## config.mk

```make
export PLATFORM = sky130hd
export DESIGN_NAME = aspect_ratio_reducer
export DESIGN_NICKNAME = d
export VERILOG_FILES = /design/src/arr_pkg.sv /design/src/aspect_ratio_reducer.sv
export SDC_FILE = /design/constraint.sdc
export NUM_CORES = 1
export LEC_CHECK = 0
export ABC_AREA = 1
export BUFFER_PORTS_ARGS = -buffer_cell sky130_fd_sc_hd__buf_2
export CAP_MARGIN = 20
export CORE_UTILIZATION = 43
export DETAILED_ROUTE_END_ITERATION = 8
export SYNTH_ARGS = -nofsm -noshare
export SYNTH_HDL_FRONTEND = slang
export SYNTH_SLANG_ARGS = --single-unit
```

## constraint.sdc

```tcl
create_clock -name clk -period 9.95 [get_ports clk]
set_input_delay 1.4925 -clock clk [delete_from_list [all_inputs] [get_ports clk]]
set_output_delay 1.4925 -clock clk [all_outputs]
set_load 0.02 [all_outputs]
```

## src/arr_pkg.sv

```systemverilog
// Package with the mode codes and ratio constants of the aspect ratio reducer.
`timescale 1ns / 1ps

package arr_pkg;

  typedef logic [1:0] aspect_mode_t;

  localparam aspect_mode_t MODE_AUTO   = 2'd0;
  localparam aspect_mode_t MODE_4_3    = 2'd1;
  localparam aspect_mode_t MODE_16_9   = 2'd2;
  localparam aspect_mode_t MODE_SQUARE = 2'd3;

  typedef logic [4:0] ratio_term_t;

  localparam ratio_term_t DAR_4_3_NUM  = 5'd4;
  localparam ratio_term_t DAR_4_3_DEN  = 5'd3;
  localparam ratio_term_t DAR_16_9_NUM = 5'd16;
  localparam ratio_term_t DAR_16_9_DEN = 5'd9;
  localparam ratio_term_t RATIO_ONE    = 5'd1;

endpackage

```

## src/aspect_ratio_reducer.sv

```systemverilog
// Aspect ratio reducer: display and sample aspect ratios from a raster size.
`timescale 1ns / 1ps

// The block takes one item on the in_ stream: a raster width and height. For
// each item it returns one item on the out_ stream holding the display aspect
// ratio and the sample aspect ratio, both reduced to lowest terms. The cfg_
// channel writes the two-bit aspect mode (auto, 4:3, 16:9, square); it is
// always ready and should only be written while the block is idle.
// Every compare, subtract and divider trial step goes through one shared
// subtractor. A binary GCD strips common factors of two, then alternates
// shift, compare/swap and subtract cycles. The two quotients then come from
// a restoring divider on the same subtractor, one bit per cycle. A zero width
// or height skips the reduction and goes straight to the final state, which
// registers the result once the output register is free.
// in_tready is high only while no item is in work. The result sits in an
// output register, so if the receiver stalls the block still takes the next
// item and only waits at the end of that item until the register is free.
// Reset clears the mode to auto and empties the block and the output register.
module aspect_ratio_reducer
  import arr_pkg::*;
#(
  parameter int DIM_BITS = 16
) (
  input  logic                          clk,
  input  logic                          rst_n,
  // Fields from bit 0 up: raster_width, raster_height, zero padding.
  input  logic [((2*DIM_BITS+7)/8)*8-1:0] in_tdata,
  input  logic                          in_tvalid,
  output logic                          in_tready,
  // Fields from bit 0 up: display_num, display_den, sample_num, sample_den,
  // zero padding.
  output logic [((4*DIM_BITS+15)/8)*8-1:0] out_tdata,
  output logic                          out_tvalid,
  input  logic                          out_tready,
  input  logic [1:0]                    cfg_data,
  input  logic                          cfg_valid,
  output logic                          cfg_ready
);

  localparam int W      = DIM_BITS + 4;
  localparam int CNT_W  = $clog2(W);
  localparam int OUT_W  = ((4*DIM_BITS+15)/8)*8;

  typedef enum logic [2:0] {
    ST_IDLE,
    ST_STRIP,
    ST_ODDU,
    ST_LOOP,
    ST_DIV_A,
    ST_DIV_B,
    ST_FIN
  } state_t;

  state_t          state_r, state_nxt;
  aspect_mode_t    mode_r, mode_nxt;
  logic            square_r, square_nxt;
  logic            wide_r, wide_nxt;
  logic            zero_r, zero_nxt;
  logic [W-1:0]    a_r, a_nxt;
  logic [W-1:0]    b_r, b_nxt;
  logic [W-1:0]    u_r, u_nxt;
  logic [W-1:0]    v_r, v_nxt;
  logic [W-1:0]    rem_r, rem_nxt;
  logic [CNT_W-1:0] cnt_r, cnt_nxt;
  logic            out_valid_r, out_valid_nxt;
  logic [DIM_BITS-1:0] dn_r, dn_nxt, dd_r, dd_nxt;
  logic [W-1:0]    sn_r, sn_nxt, sd_r, sd_nxt;

  logic [DIM_BITS-1:0] in_w, in_h;
  logic [W-1:0]    w_ext, h_ext;
  logic [W:0]      sub_x, sub_y;
  logic [W+1:0]    diff;
  logic            borrow;
  logic [W-1:0]    quo;
  logic            out_free;
  logic            last_bit;

  assign in_w  = in_tdata[DIM_BITS-1:0];
  assign in_h  = in_tdata[2*DIM_BITS-1:DIM_BITS];
  assign w_ext = W'(in_w);
  assign h_ext = W'(in_h);

  assign in_tready  = (state_r == ST_IDLE);
  assign cfg_ready  = 1'b1;
  assign out_tvalid = out_valid_r;
  assign out_free   = !out_valid_r || out_tready;
  assign last_bit   = (cnt_r == CNT_W'(W-1));

  // The dividend shifts out of a_r or b_r while quotient bits shift in.
  assign quo = (state_r == ST_DIV_A) ? a_r : b_r;

  // The one shared subtractor: GCD compare/subtract or a divider trial step.
  always_comb begin
    if (state_r == ST_DIV_A || state_r == ST_DIV_B) begin
      sub_x = {rem_r, quo[W-1]};
      sub_y = {1'b0, u_r};
    end else begin
      sub_x = {1'b0, v_r};
      sub_y = {1'b0, u_r};
    end
  end

  assign diff   = {1'b0, sub_x} - {1'b0, sub_y};
  assign borrow = diff[W+1];

  always_comb begin
    state_nxt     = state_r;
    mode_nxt      = mode_r;
    square_nxt    = square_r;
    wide_nxt      = wide_r;
    zero_nxt      = zero_r;
    a_nxt         = a_r;
    b_nxt         = b_r;
    u_nxt         = u_r;
    v_nxt         = v_r;
    rem_nxt       = rem_r;
    cnt_nxt       = cnt_r;
    out_valid_nxt = out_valid_r;
    dn_nxt        = dn_r;
    dd_nxt        = dd_r;
    sn_nxt        = sn_r;
    sd_nxt        = sd_r;

    if (cfg_valid) begin
      mode_nxt = cfg_data;
    end
    if (out_valid_r && out_tready) begin
      out_valid_nxt = 1'b0;
    end

    case (state_r)
      ST_IDLE: begin
        if (in_tvalid) begin
          square_nxt = (mode_r == MODE_SQUARE);
          wide_nxt   = (mode_r == MODE_16_9);
          zero_nxt   = (in_w == '0) || (in_h == '0);
          if (mode_r == MODE_SQUARE) begin
            a_nxt = w_ext;
            b_nxt = h_ext;
          end else if (mode_r == MODE_16_9) begin
            a_nxt = h_ext << 4;
            b_nxt = (w_ext << 3) + w_ext;
          end else begin
            a_nxt = h_ext << 2;
            b_nxt = (w_ext << 1) + w_ext;
          end
          u_nxt     = a_nxt;
          v_nxt     = b_nxt;
          state_nxt = zero_nxt ? ST_FIN : ST_STRIP;
        end
      end
      // Common factors of two leave the operands themselves, so the odd
      // GCD found below divides the stripped operands directly.
      ST_STRIP: begin
        if (!u_r[0] && !v_r[0]) begin
          a_nxt = a_r >> 1;
          b_nxt = b_r >> 1;
          u_nxt = u_r >> 1;
          v_nxt = v_r >> 1;
        end else begin
          state_nxt = ST_ODDU;
        end
      end
      ST_ODDU: begin
        if (!u_r[0]) begin
          u_nxt = u_r >> 1;
        end else begin
          state_nxt = ST_LOOP;
        end
      end
      ST_LOOP: begin
        if (v_r == '0) begin
          rem_nxt   = '0;
          cnt_nxt   = '0;
          state_nxt = ST_DIV_A;
        end else if (!v_r[0]) begin
          v_nxt = v_r >> 1;
        end else if (borrow) begin
          u_nxt = v_r;
          v_nxt = u_r;
        end else begin
          v_nxt = diff[W-1:0];
        end
      end
      ST_DIV_A, ST_DIV_B: begin
        rem_nxt = borrow ? sub_x[W-1:0] : diff[W-1:0];
        if (state_r == ST_DIV_A) begin
          a_nxt = {a_r[W-2:0], !borrow};
        end else begin
          b_nxt = {b_r[W-2:0], !borrow};
        end
        cnt_nxt = cnt_r + CNT_W'(1);
        if (last_bit) begin
          cnt_nxt   = '0;
          rem_nxt   = '0;
          state_nxt = (state_r == ST_DIV_A) ? ST_DIV_B : ST_FIN;
        end
      end
      ST_FIN: begin
        if (out_free) begin
          out_valid_nxt = 1'b1;
          if (zero_r) begin
            dn_nxt = DIM_BITS'(RATIO_ONE);
            dd_nxt = DIM_BITS'(RATIO_ONE);
            sn_nxt = W'(RATIO_ONE);
            sd_nxt = W'(RATIO_ONE);
          end else if (square_r) begin
            dn_nxt = a_r[DIM_BITS-1:0];
            dd_nxt = b_r[DIM_BITS-1:0];
            sn_nxt = W'(RATIO_ONE);
            sd_nxt = W'(RATIO_ONE);
          end else begin
            dn_nxt = wide_r ? DIM_BITS'(DAR_16_9_NUM) : DIM_BITS'(DAR_4_3_NUM);
            dd_nxt = wide_r ? DIM_BITS'(DAR_16_9_DEN) : DIM_BITS'(DAR_4_3_DEN);
            sn_nxt = a_r;
            sd_nxt = b_r;
          end
          state_nxt = ST_IDLE;
        end
      end
      default: begin
        state_nxt = ST_IDLE;
      end
    endcase
  end

  always_ff @(posedge clk) begin
    if (!rst_n) begin
      state_r     <= ST_IDLE;
      mode_r      <= MODE_AUTO;
      out_valid_r <= 1'b0;
      cnt_r       <= '0;
    end else begin
      state_r     <= state_nxt;
      mode_r      <= mode_nxt;
      out_valid_r <= out_valid_nxt;
      cnt_r       <= cnt_nxt;
    end
    square_r <= square_nxt;
    wide_r   <= wide_nxt;
    zero_r   <= zero_nxt;
    a_r      <= a_nxt;
    b_r      <= b_nxt;
    u_r      <= u_nxt;
    v_r      <= v_nxt;
    rem_r    <= rem_nxt;
    dn_r     <= dn_nxt;
    dd_r     <= dd_nxt;
    sn_r     <= sn_nxt;
    sd_r     <= sd_nxt;
  end

  assign out_tdata = OUT_W'({sd_r, sn_r, dd_r, dn_r});

endmodule

```

==> impl_metrics.py, run 1 <==
metrics = {
    "outcome": {
        "status": "complete, no violations",
    },
    "finish": {
        "layout-drive-gt1-share": 0.108,
        "postLayoutCoreUtil": 0.488,
        "final_net_count": 1819,
        "synthToLayoutAreaGrowth_pct": 11.8,
    },
    "sta": {
        "slew_headroom": 0.301,
        "drv_slew": 0,
        "fmax_mhz": 232,
        "hold_viol_final": 0,
        "fin_skew_ns": 0.0107,
        "finalCritPeriodShare": 0.434,
        "finalSetupTns_ns": 0,
        "worst_slew_pin_slew_ns": 1.04,
        "rsz0062_at_grt": "false",
        "fin_crit_ns": 4.31,
        "setup_viol": 0,
    },
    "clock_network": {
        "cts_hold_buffers": 0,
        "clock-sinks": 186,
        "h-tree-depth": 4,
        "clk_pin_slew_ns": 0.07,
        "cts_buffer_depth": 2,
        "postCtsSetupBuffers": 0,
        "cts_root_buffer": "clkbuf_16",
        "cts_tree": "done",
        "clkLatencyLatePin_ns": 0.44,
        "tritoncts.num_buffers": 17,
        "cts_resized": 0,
    },
    "power_and_ir_drop": {
        "leakage_uw": 0.00649,
        "p_comb_frac": 0.548,
        "p_seq_frac": 0.304,
        "power_frac_clock": 0.148,
        "power.density_nw_per_um2": 324,
        "swShare": 0.493,
        "ir_worst_vdd_mv": 0.175,
        "power_switching_uw": 2230,
        "internal_power_uw": 2300,
    },
    "synth": {
        "synth_top_area_frac": 0.419,
        "ys.flop_type": "edfxtp_1",
        "ys_top_cells_by_area": "edfxtp_1 42%, nand2_1 13%, inv_1 7.5%",
        "synth_cell_type_count": 47,
        "synth_cells": 1633,
        "synth-seq-cells": 186,
        "synth_edf_count": 175,
        "syn_area_um2": 12500,
        "yosysSeqAreaShare": 0.437,
        "yosys_warnings": 0,
        "avgSynthCellArea_um2": 7.67,
        "synthesis.nets": 1733,
        "synth_top_area_cell": "edfxtp_1",
        "synth_async_sr_flop_share": 0,
    },
    "grt": {
        "grt_overflow_total": 0,
        "grt_max_degree": 73,
        "grt_pass1_vias": 10800,
        "grt_use_total": 0.257,
        "grt_pass1_wl_um": 59600,
        "antenna_found_initial": 2,
    },
    "job": {
        "drv_cap": 0,
    },
    "route": {
        "vias": 11400,
        "route.detailed.wl_per_inst_um": 18.0,
        "ant_nets": 0,
        "drc_errors": 0,
        "wl_um": 38100,
        "viasPerCell": 5.40,
        "dr.pass1.iters": 6,
        "drt_iter0_drc": 1117,
    },
    "floorplanning": {
        "die_area_um2": 29800,
        "core_area_um2": 28700,
        "rows": 62,
        "die_h_um": 173,
        "io_pins": 114,
        "die_w_um": 173,
        "start_util": 0.436,
    },
    "setup_path": {
        "path_common_cell": "nand2_1",
        "path_max_fanout": 67,
        "end_kind": "register",
        "cp_slowest_stage_delay_ns": 0.74,
        "slowest_stage": "o21a_1",
        "path_cells": "nor2_2 > nand2_2 > nand2_2 > buf_4 > o21ai_0 > ha_1 > nand2_1 > inv_1 > nand2_1 > nand2_1 > a21oi_1 > nand2_1 > nand2_4 > nand2_8 > a21oi_2 > o21a_1",
        "critical_path_class": "register to register",
        "cp.required_ns": 10.01,
        "worstPathArrival_ns": 4.38,
        "crit_path_start_kind": "register",
    },
    "placed_design": {
        "gp_congestion": 0.919,
        "io_buffers": 112,
        "hpwlAfterDp_um": 29600,
    },
    "min_path": {
        "worstHoldPathType": "register to register",
    },
}
-- cell families after synthesis --
family,share of synthesized area
flip-flops,0.437
other,0.000299
XOR/XNOR,0.00839
AO/OA/AOI/OAI,0.118
buffers and inverters,0.0989
adder cells (fa/ha/maj),0.0627
AND/OR/NAND/NOR,0.275
-- metrics by stage --
| step | hold slack (ns) | worst slack [ns] | area (um^2) | total power (uW) | std cells |
|---|---|---|---|---|---|
| after floorplan | 0.454 | 4.77 | 12500 | 3180 | 1633 |
| after global placement | 0.468 | 5.85 | 13400 | 3810 | 2083 |
| after detailed placement | 0.477 | 5.71 | 13400 | 3840 | 2084 |
| after CTS | 0.491 | 5.68 | 14000 | 4520 | 2116 |
| after global routing | 0.522 | 5.26 | 14000 | 4890 | 2116 |
| final | 0.486 | 5.64 | 14000 | 4530 | 2117 |
-- layout by cell type, fill, tap and decap left out, types with 5 or more instances in the layout --
master	count
nand4_1	15
o211ai_1	5
nand3b_1	12
o221ai_1	28
buf_2	112
nor2_1	162
o21ai_0	49
dfxtp_1	11
a22oi_1	26
edfxtp_1	175
nand3_1	140
nor3_1	12
or2_2	6
a21oi_1	89
ha_1	58
inv_1	249
nor2_2	5
o22ai_1	13
inv_2	6
xnor2_1	7
xor2_1	5
nand2_1	448
o21ai_1	5
buf_4	10
clkbuf_16	17
a221oi_1	13
-- Yosys cell counts, drive strengths merged, types with 15 or more instances --
master  number
edfxtp     175
buf         26
a22oi       26
nand3      142
clkbuf      30
a21oi       90
nor2       169
nand2      454
ha          58
inv        257
nand4       15
o21ai       55
o221ai      28
-- per-layer routing --
layer / track usage / up-vias / wire, um
met3: 0.0365 / 49 / 2250
met5: 0 / - / 13
met1: 0.356 / 5391 / 17200
met4: 0.0575 / 2 / 620
met2: 0.425 / 389 / 18100
li1: - / 5611 / -
-- power by group through the flow --
stage	Combinational [uW]	Sequential, uW	Clock [uW]
floorplan	1850	1330	0
global placement	2430	1390	0
detailed placement	2450	1390	0
CTS	2460	1370	680
global route	2780	1400	711
finish	2480	1380	672
-- worst paths after layout --
| path | start | end | slack [ns] | cells after the start |
|---|---|---|---|---|
| worst min register to register | cnt_r[3] | cnt_r[3] | 0.49 | 2 |
| worst min-delay path | cnt_r[3] | cnt_r[3] | 0.49 | 2 |
| worst max-delay path | state_r[0] | u_r[16] | 5.64 | 16 |
| worst max register to register | state_r[0] | u_r[16] | 5.64 | 16 |
-- worst max-delay path: cells and delay by family (launching register included) --
family	cells	cell delay [ns]
AO/OA/AOI/OAI	4	1.34
buffers and inverters	2	0.60
AND/OR/NAND/NOR	9	1.17
flip-flops	1	0.39
adder cells (fa/ha/maj)	1	0.38
-- flip-flops by register name, summed over array words and instances, names as in the netlist, 2 cells and up --
signal   cells
b_r         20
mode_r       2
dd_r        16
u_r         20
a_r         20
dn_r        16
rem_r       20
v_r         20
cnt_r        5
state_r      3
sd_r        20
sn_r        20
-- area by class of cell --
class	instances	area, um^2
Tap cell	384	480
Antenna cell	1	2.50
Clock buffer	18	429
Timing Repair Buffer	123	651
Sequential cell	186	5480
Clock inverter	14	159
Multi-Input combinational cell	1132	5830
Inverter	259	977
Fill cell	2927	14700
Note: power is estimated with default switching activity, not from simulation.
==> inputs of run 2 (changes only) <==
clock period = 4.5 ns   (was 9.95 ns; I/O delays follow)
==> run 2 against run 1 <==
Routed wire length up 1.3%. Utilization increased by 0.31 points. Combinational power rose by 120%. Clock skew increased by 0.0023 ns. Critical path depth unchanged. Sequential power up 120%. Final area increased by 0.64%. Non-clock buffer count is 7 higher. Critical path type unchanged. Critical endpoint is now u_r[17]. Largest cell class unchanged. Largest power group unchanged. Highest routed layer unchanged.
==> impl_metrics.py, run 2 (same netlist as run 1, synthesis figures left out) <==
metrics = {
    "setup_path": {
        "cp.required_ns": 4.64,
        "path_cells": "nor2_2 > nand2_2 > nand2_2 > o21ai_0 > ha_1 > nand2_1 > inv_1 > nand2_1 > inv_1 > a21oi_1 > nand2_1 > nand2_4 > nand2_8 > a21oi_2 > o21a_1 > buf_4",
        "path_common_cell": "nand2_1",
        "cp_top_family": "simple AND/OR/NAND/NOR gates",
        "cp_num_cells": 16,
        "cp_slowest_stage_delay_ns": 0.49,
        "crit_path_start_kind": "register",
        "r2r_cells": 16,
        "path_buf_inv": 3,
        "end_kind": "register",
        "path_max_fanout": 40,
        "worstPathArrival_ns": 3.99,
        "critical_path_class": "register to register",
        "slowest_stage": "dfxtp_1",
    },
    "min_path": {
        "worstHoldPathType": "primary input to register",
        "whs_path_depth": 3,
    },
    "sta": {
        "fmax_mhz": 259,
        "fin_skew_ns": 0.0130,
        "drv_slew": 0,
        "rsz0062_at_grt": "false",
        "fin_crit_ns": 3.85,
        "timing.final.ws_setup_ns": 0.645,
        "hold_ws_ns": 0.454,
        "slew_headroom": 0.321,
        "finalSetupTns_ns": 0,
        "hold_viol_final": 0,
        "finalCritPeriodShare": 0.857,
        "setup_viol": 0,
        "worst_slew_pin_slew_ns": 1.01,
    },
    "clock_network": {
        "cts_buffer_depth": 2,
        "clock-sinks": 186,
        "postCtsSetupBuffers": 0,
        "clkLatencyLatePin_ns": 0.45,
        "cts_hold_buffers": 0,
        "h-tree-depth": 4,
        "cts_resized": 0,
        "cts_tree": "done",
        "clk_pin_slew_ns": 0.08,
        "tritoncts.num_buffers": 17,
        "cts_root_buffer": "clkbuf_16",
    },
    "finish": {
        "multiInputGateArea_um2": 5830,
        "register_area_um2": 5480,
        "layout-drive-gt1-share": 0.112,
        "final_cell_mix": "448 x nand2_1, 249 x inv_1, 175 x edfxtp_1",
        "synthToLayoutAreaGrowth_pct": 12.5,
        "final_net_count": 1826,
        "postLayoutCoreUtil": 0.491,
        "stdcell_count": 2125,
        "fill_cells": 2918,
        "layout_commonest_cell": "nand2_1",
    },
    "placed_design": {
        "gp_congestion": 0.908,
        "io_buffers": 112,
        "pre_cts_ws_ns": 0.738,
        "dp_cells": 2091,
        "hpwlAfterDp_um": 30000,
    },
    "grt": {
        "antenna_found_initial": 3,
        "grt_pass1_vias": 10900,
        "grt_pass1_wl_um": 60400,
        "grt_overflow_total": 0,
        "grt_max_degree": 73,
        "grt_use_total": 0.262,
    },
    "floorplanning": {
        "die_h_um": 173,
        "rows": 62,
        "core_area_um2": 28700,
        "start_util": 0.436,
        "die_area_um2": 29800,
        "io_pins": 114,
        "die_w_um": 173,
    },
    "route": {
        "vias": 11500,
        "ant_nets": 0,
        "route.detailed.wl_per_inst_um": 18.2,
        "drc_errors": 0,
        "viasPerCell": 5.43,
        "dr.pass1.iters": 6,
        "wl_um": 38600,
        "drt_iter0_drc": 1142,
    },
    "job": {
        "drv_cap": 0,
    },
    "power_and_ir_drop": {
        "power_frac_clock": 0.155,
        "ir_worst_vdd_mv": 0.385,
        "power_switching_uw": 5020,
        "power.density_nw_per_um2": 719,
        "leakage_uw": 0.00653,
        "swShare": 0.495,
        "p_comb_frac": 0.544,
        "internal_power_uw": 5120,
        "p_seq_frac": 0.300,
    },
    "outcome": {
        "status": "complete, no violations",
    },
}
run 2: changes by cell type in the layout (fill, tap and decap cells not counted):
cell / delta
diode_2: +1
inv_12: +3
buf_4: +8
clkinv_8: +2
clkbuf_1: -1
buf_8: -1
clkinv_4: -4
run 2: final timing paths:
kind	endpoint	start	slack (ns)
setup / recovery	u_r[17]	state_r[0]	0.65
hold / removal	mode_r[0]	cfg_data[0]	0.45
setup reg to reg	u_r[17]	state_r[0]	0.65
hold reg to reg	cnt_r[3]	cnt_r[3]	0.49
run 2: power by group through the flow:
stage	Clock, uW	Sequential [uW]	Combinational [uW]
after floorplan	0	2940	4090
after global placement	0	3070	5450
after detailed placement	0	3070	5460
after CTS	1590	3040	5490
after global routing	1650	3090	6190
final	1570	3050	5520
run 2: per-layer routing:
layer / up-vias / part of all wire / global-route usage
met5: - / 0.00067 / 0
met4: 4 / 0.019 / 0.0745
met3: 63 / 0.065 / 0.0361
met2: 425 / 0.47 / 0.434
met1: 5419 / 0.44 / 0.357
li1: 5630 / - / -
run 2: area by class of cell:
cell class | count | share of cell area
multi-input cells | 1132 | 0.414
flip-flops and latches | 186 | 0.388
diodes | 2 | 0.000355
repair buffers | 130 | 0.0493
clock buffers | 17 | 0.0302
inverters | 259 | 0.0693
well taps | 384 | 0.0341
clock inverters | 15 | 0.0146
run 2: through the flow:
step | power, uW | instance area, um^2
floorplan | 7040 | 12500
global placement | 8520 | 13500
detailed placement | 8530 | 13500
CTS | 10100 | 14100
global route | 10900 | 14100
finish | 10100 | 14100
run 2: worst min-delay path, stage by stage:
cell and delay (ns):
buf_2 0.08, nor2_1 0.04, nor2_1 0.08
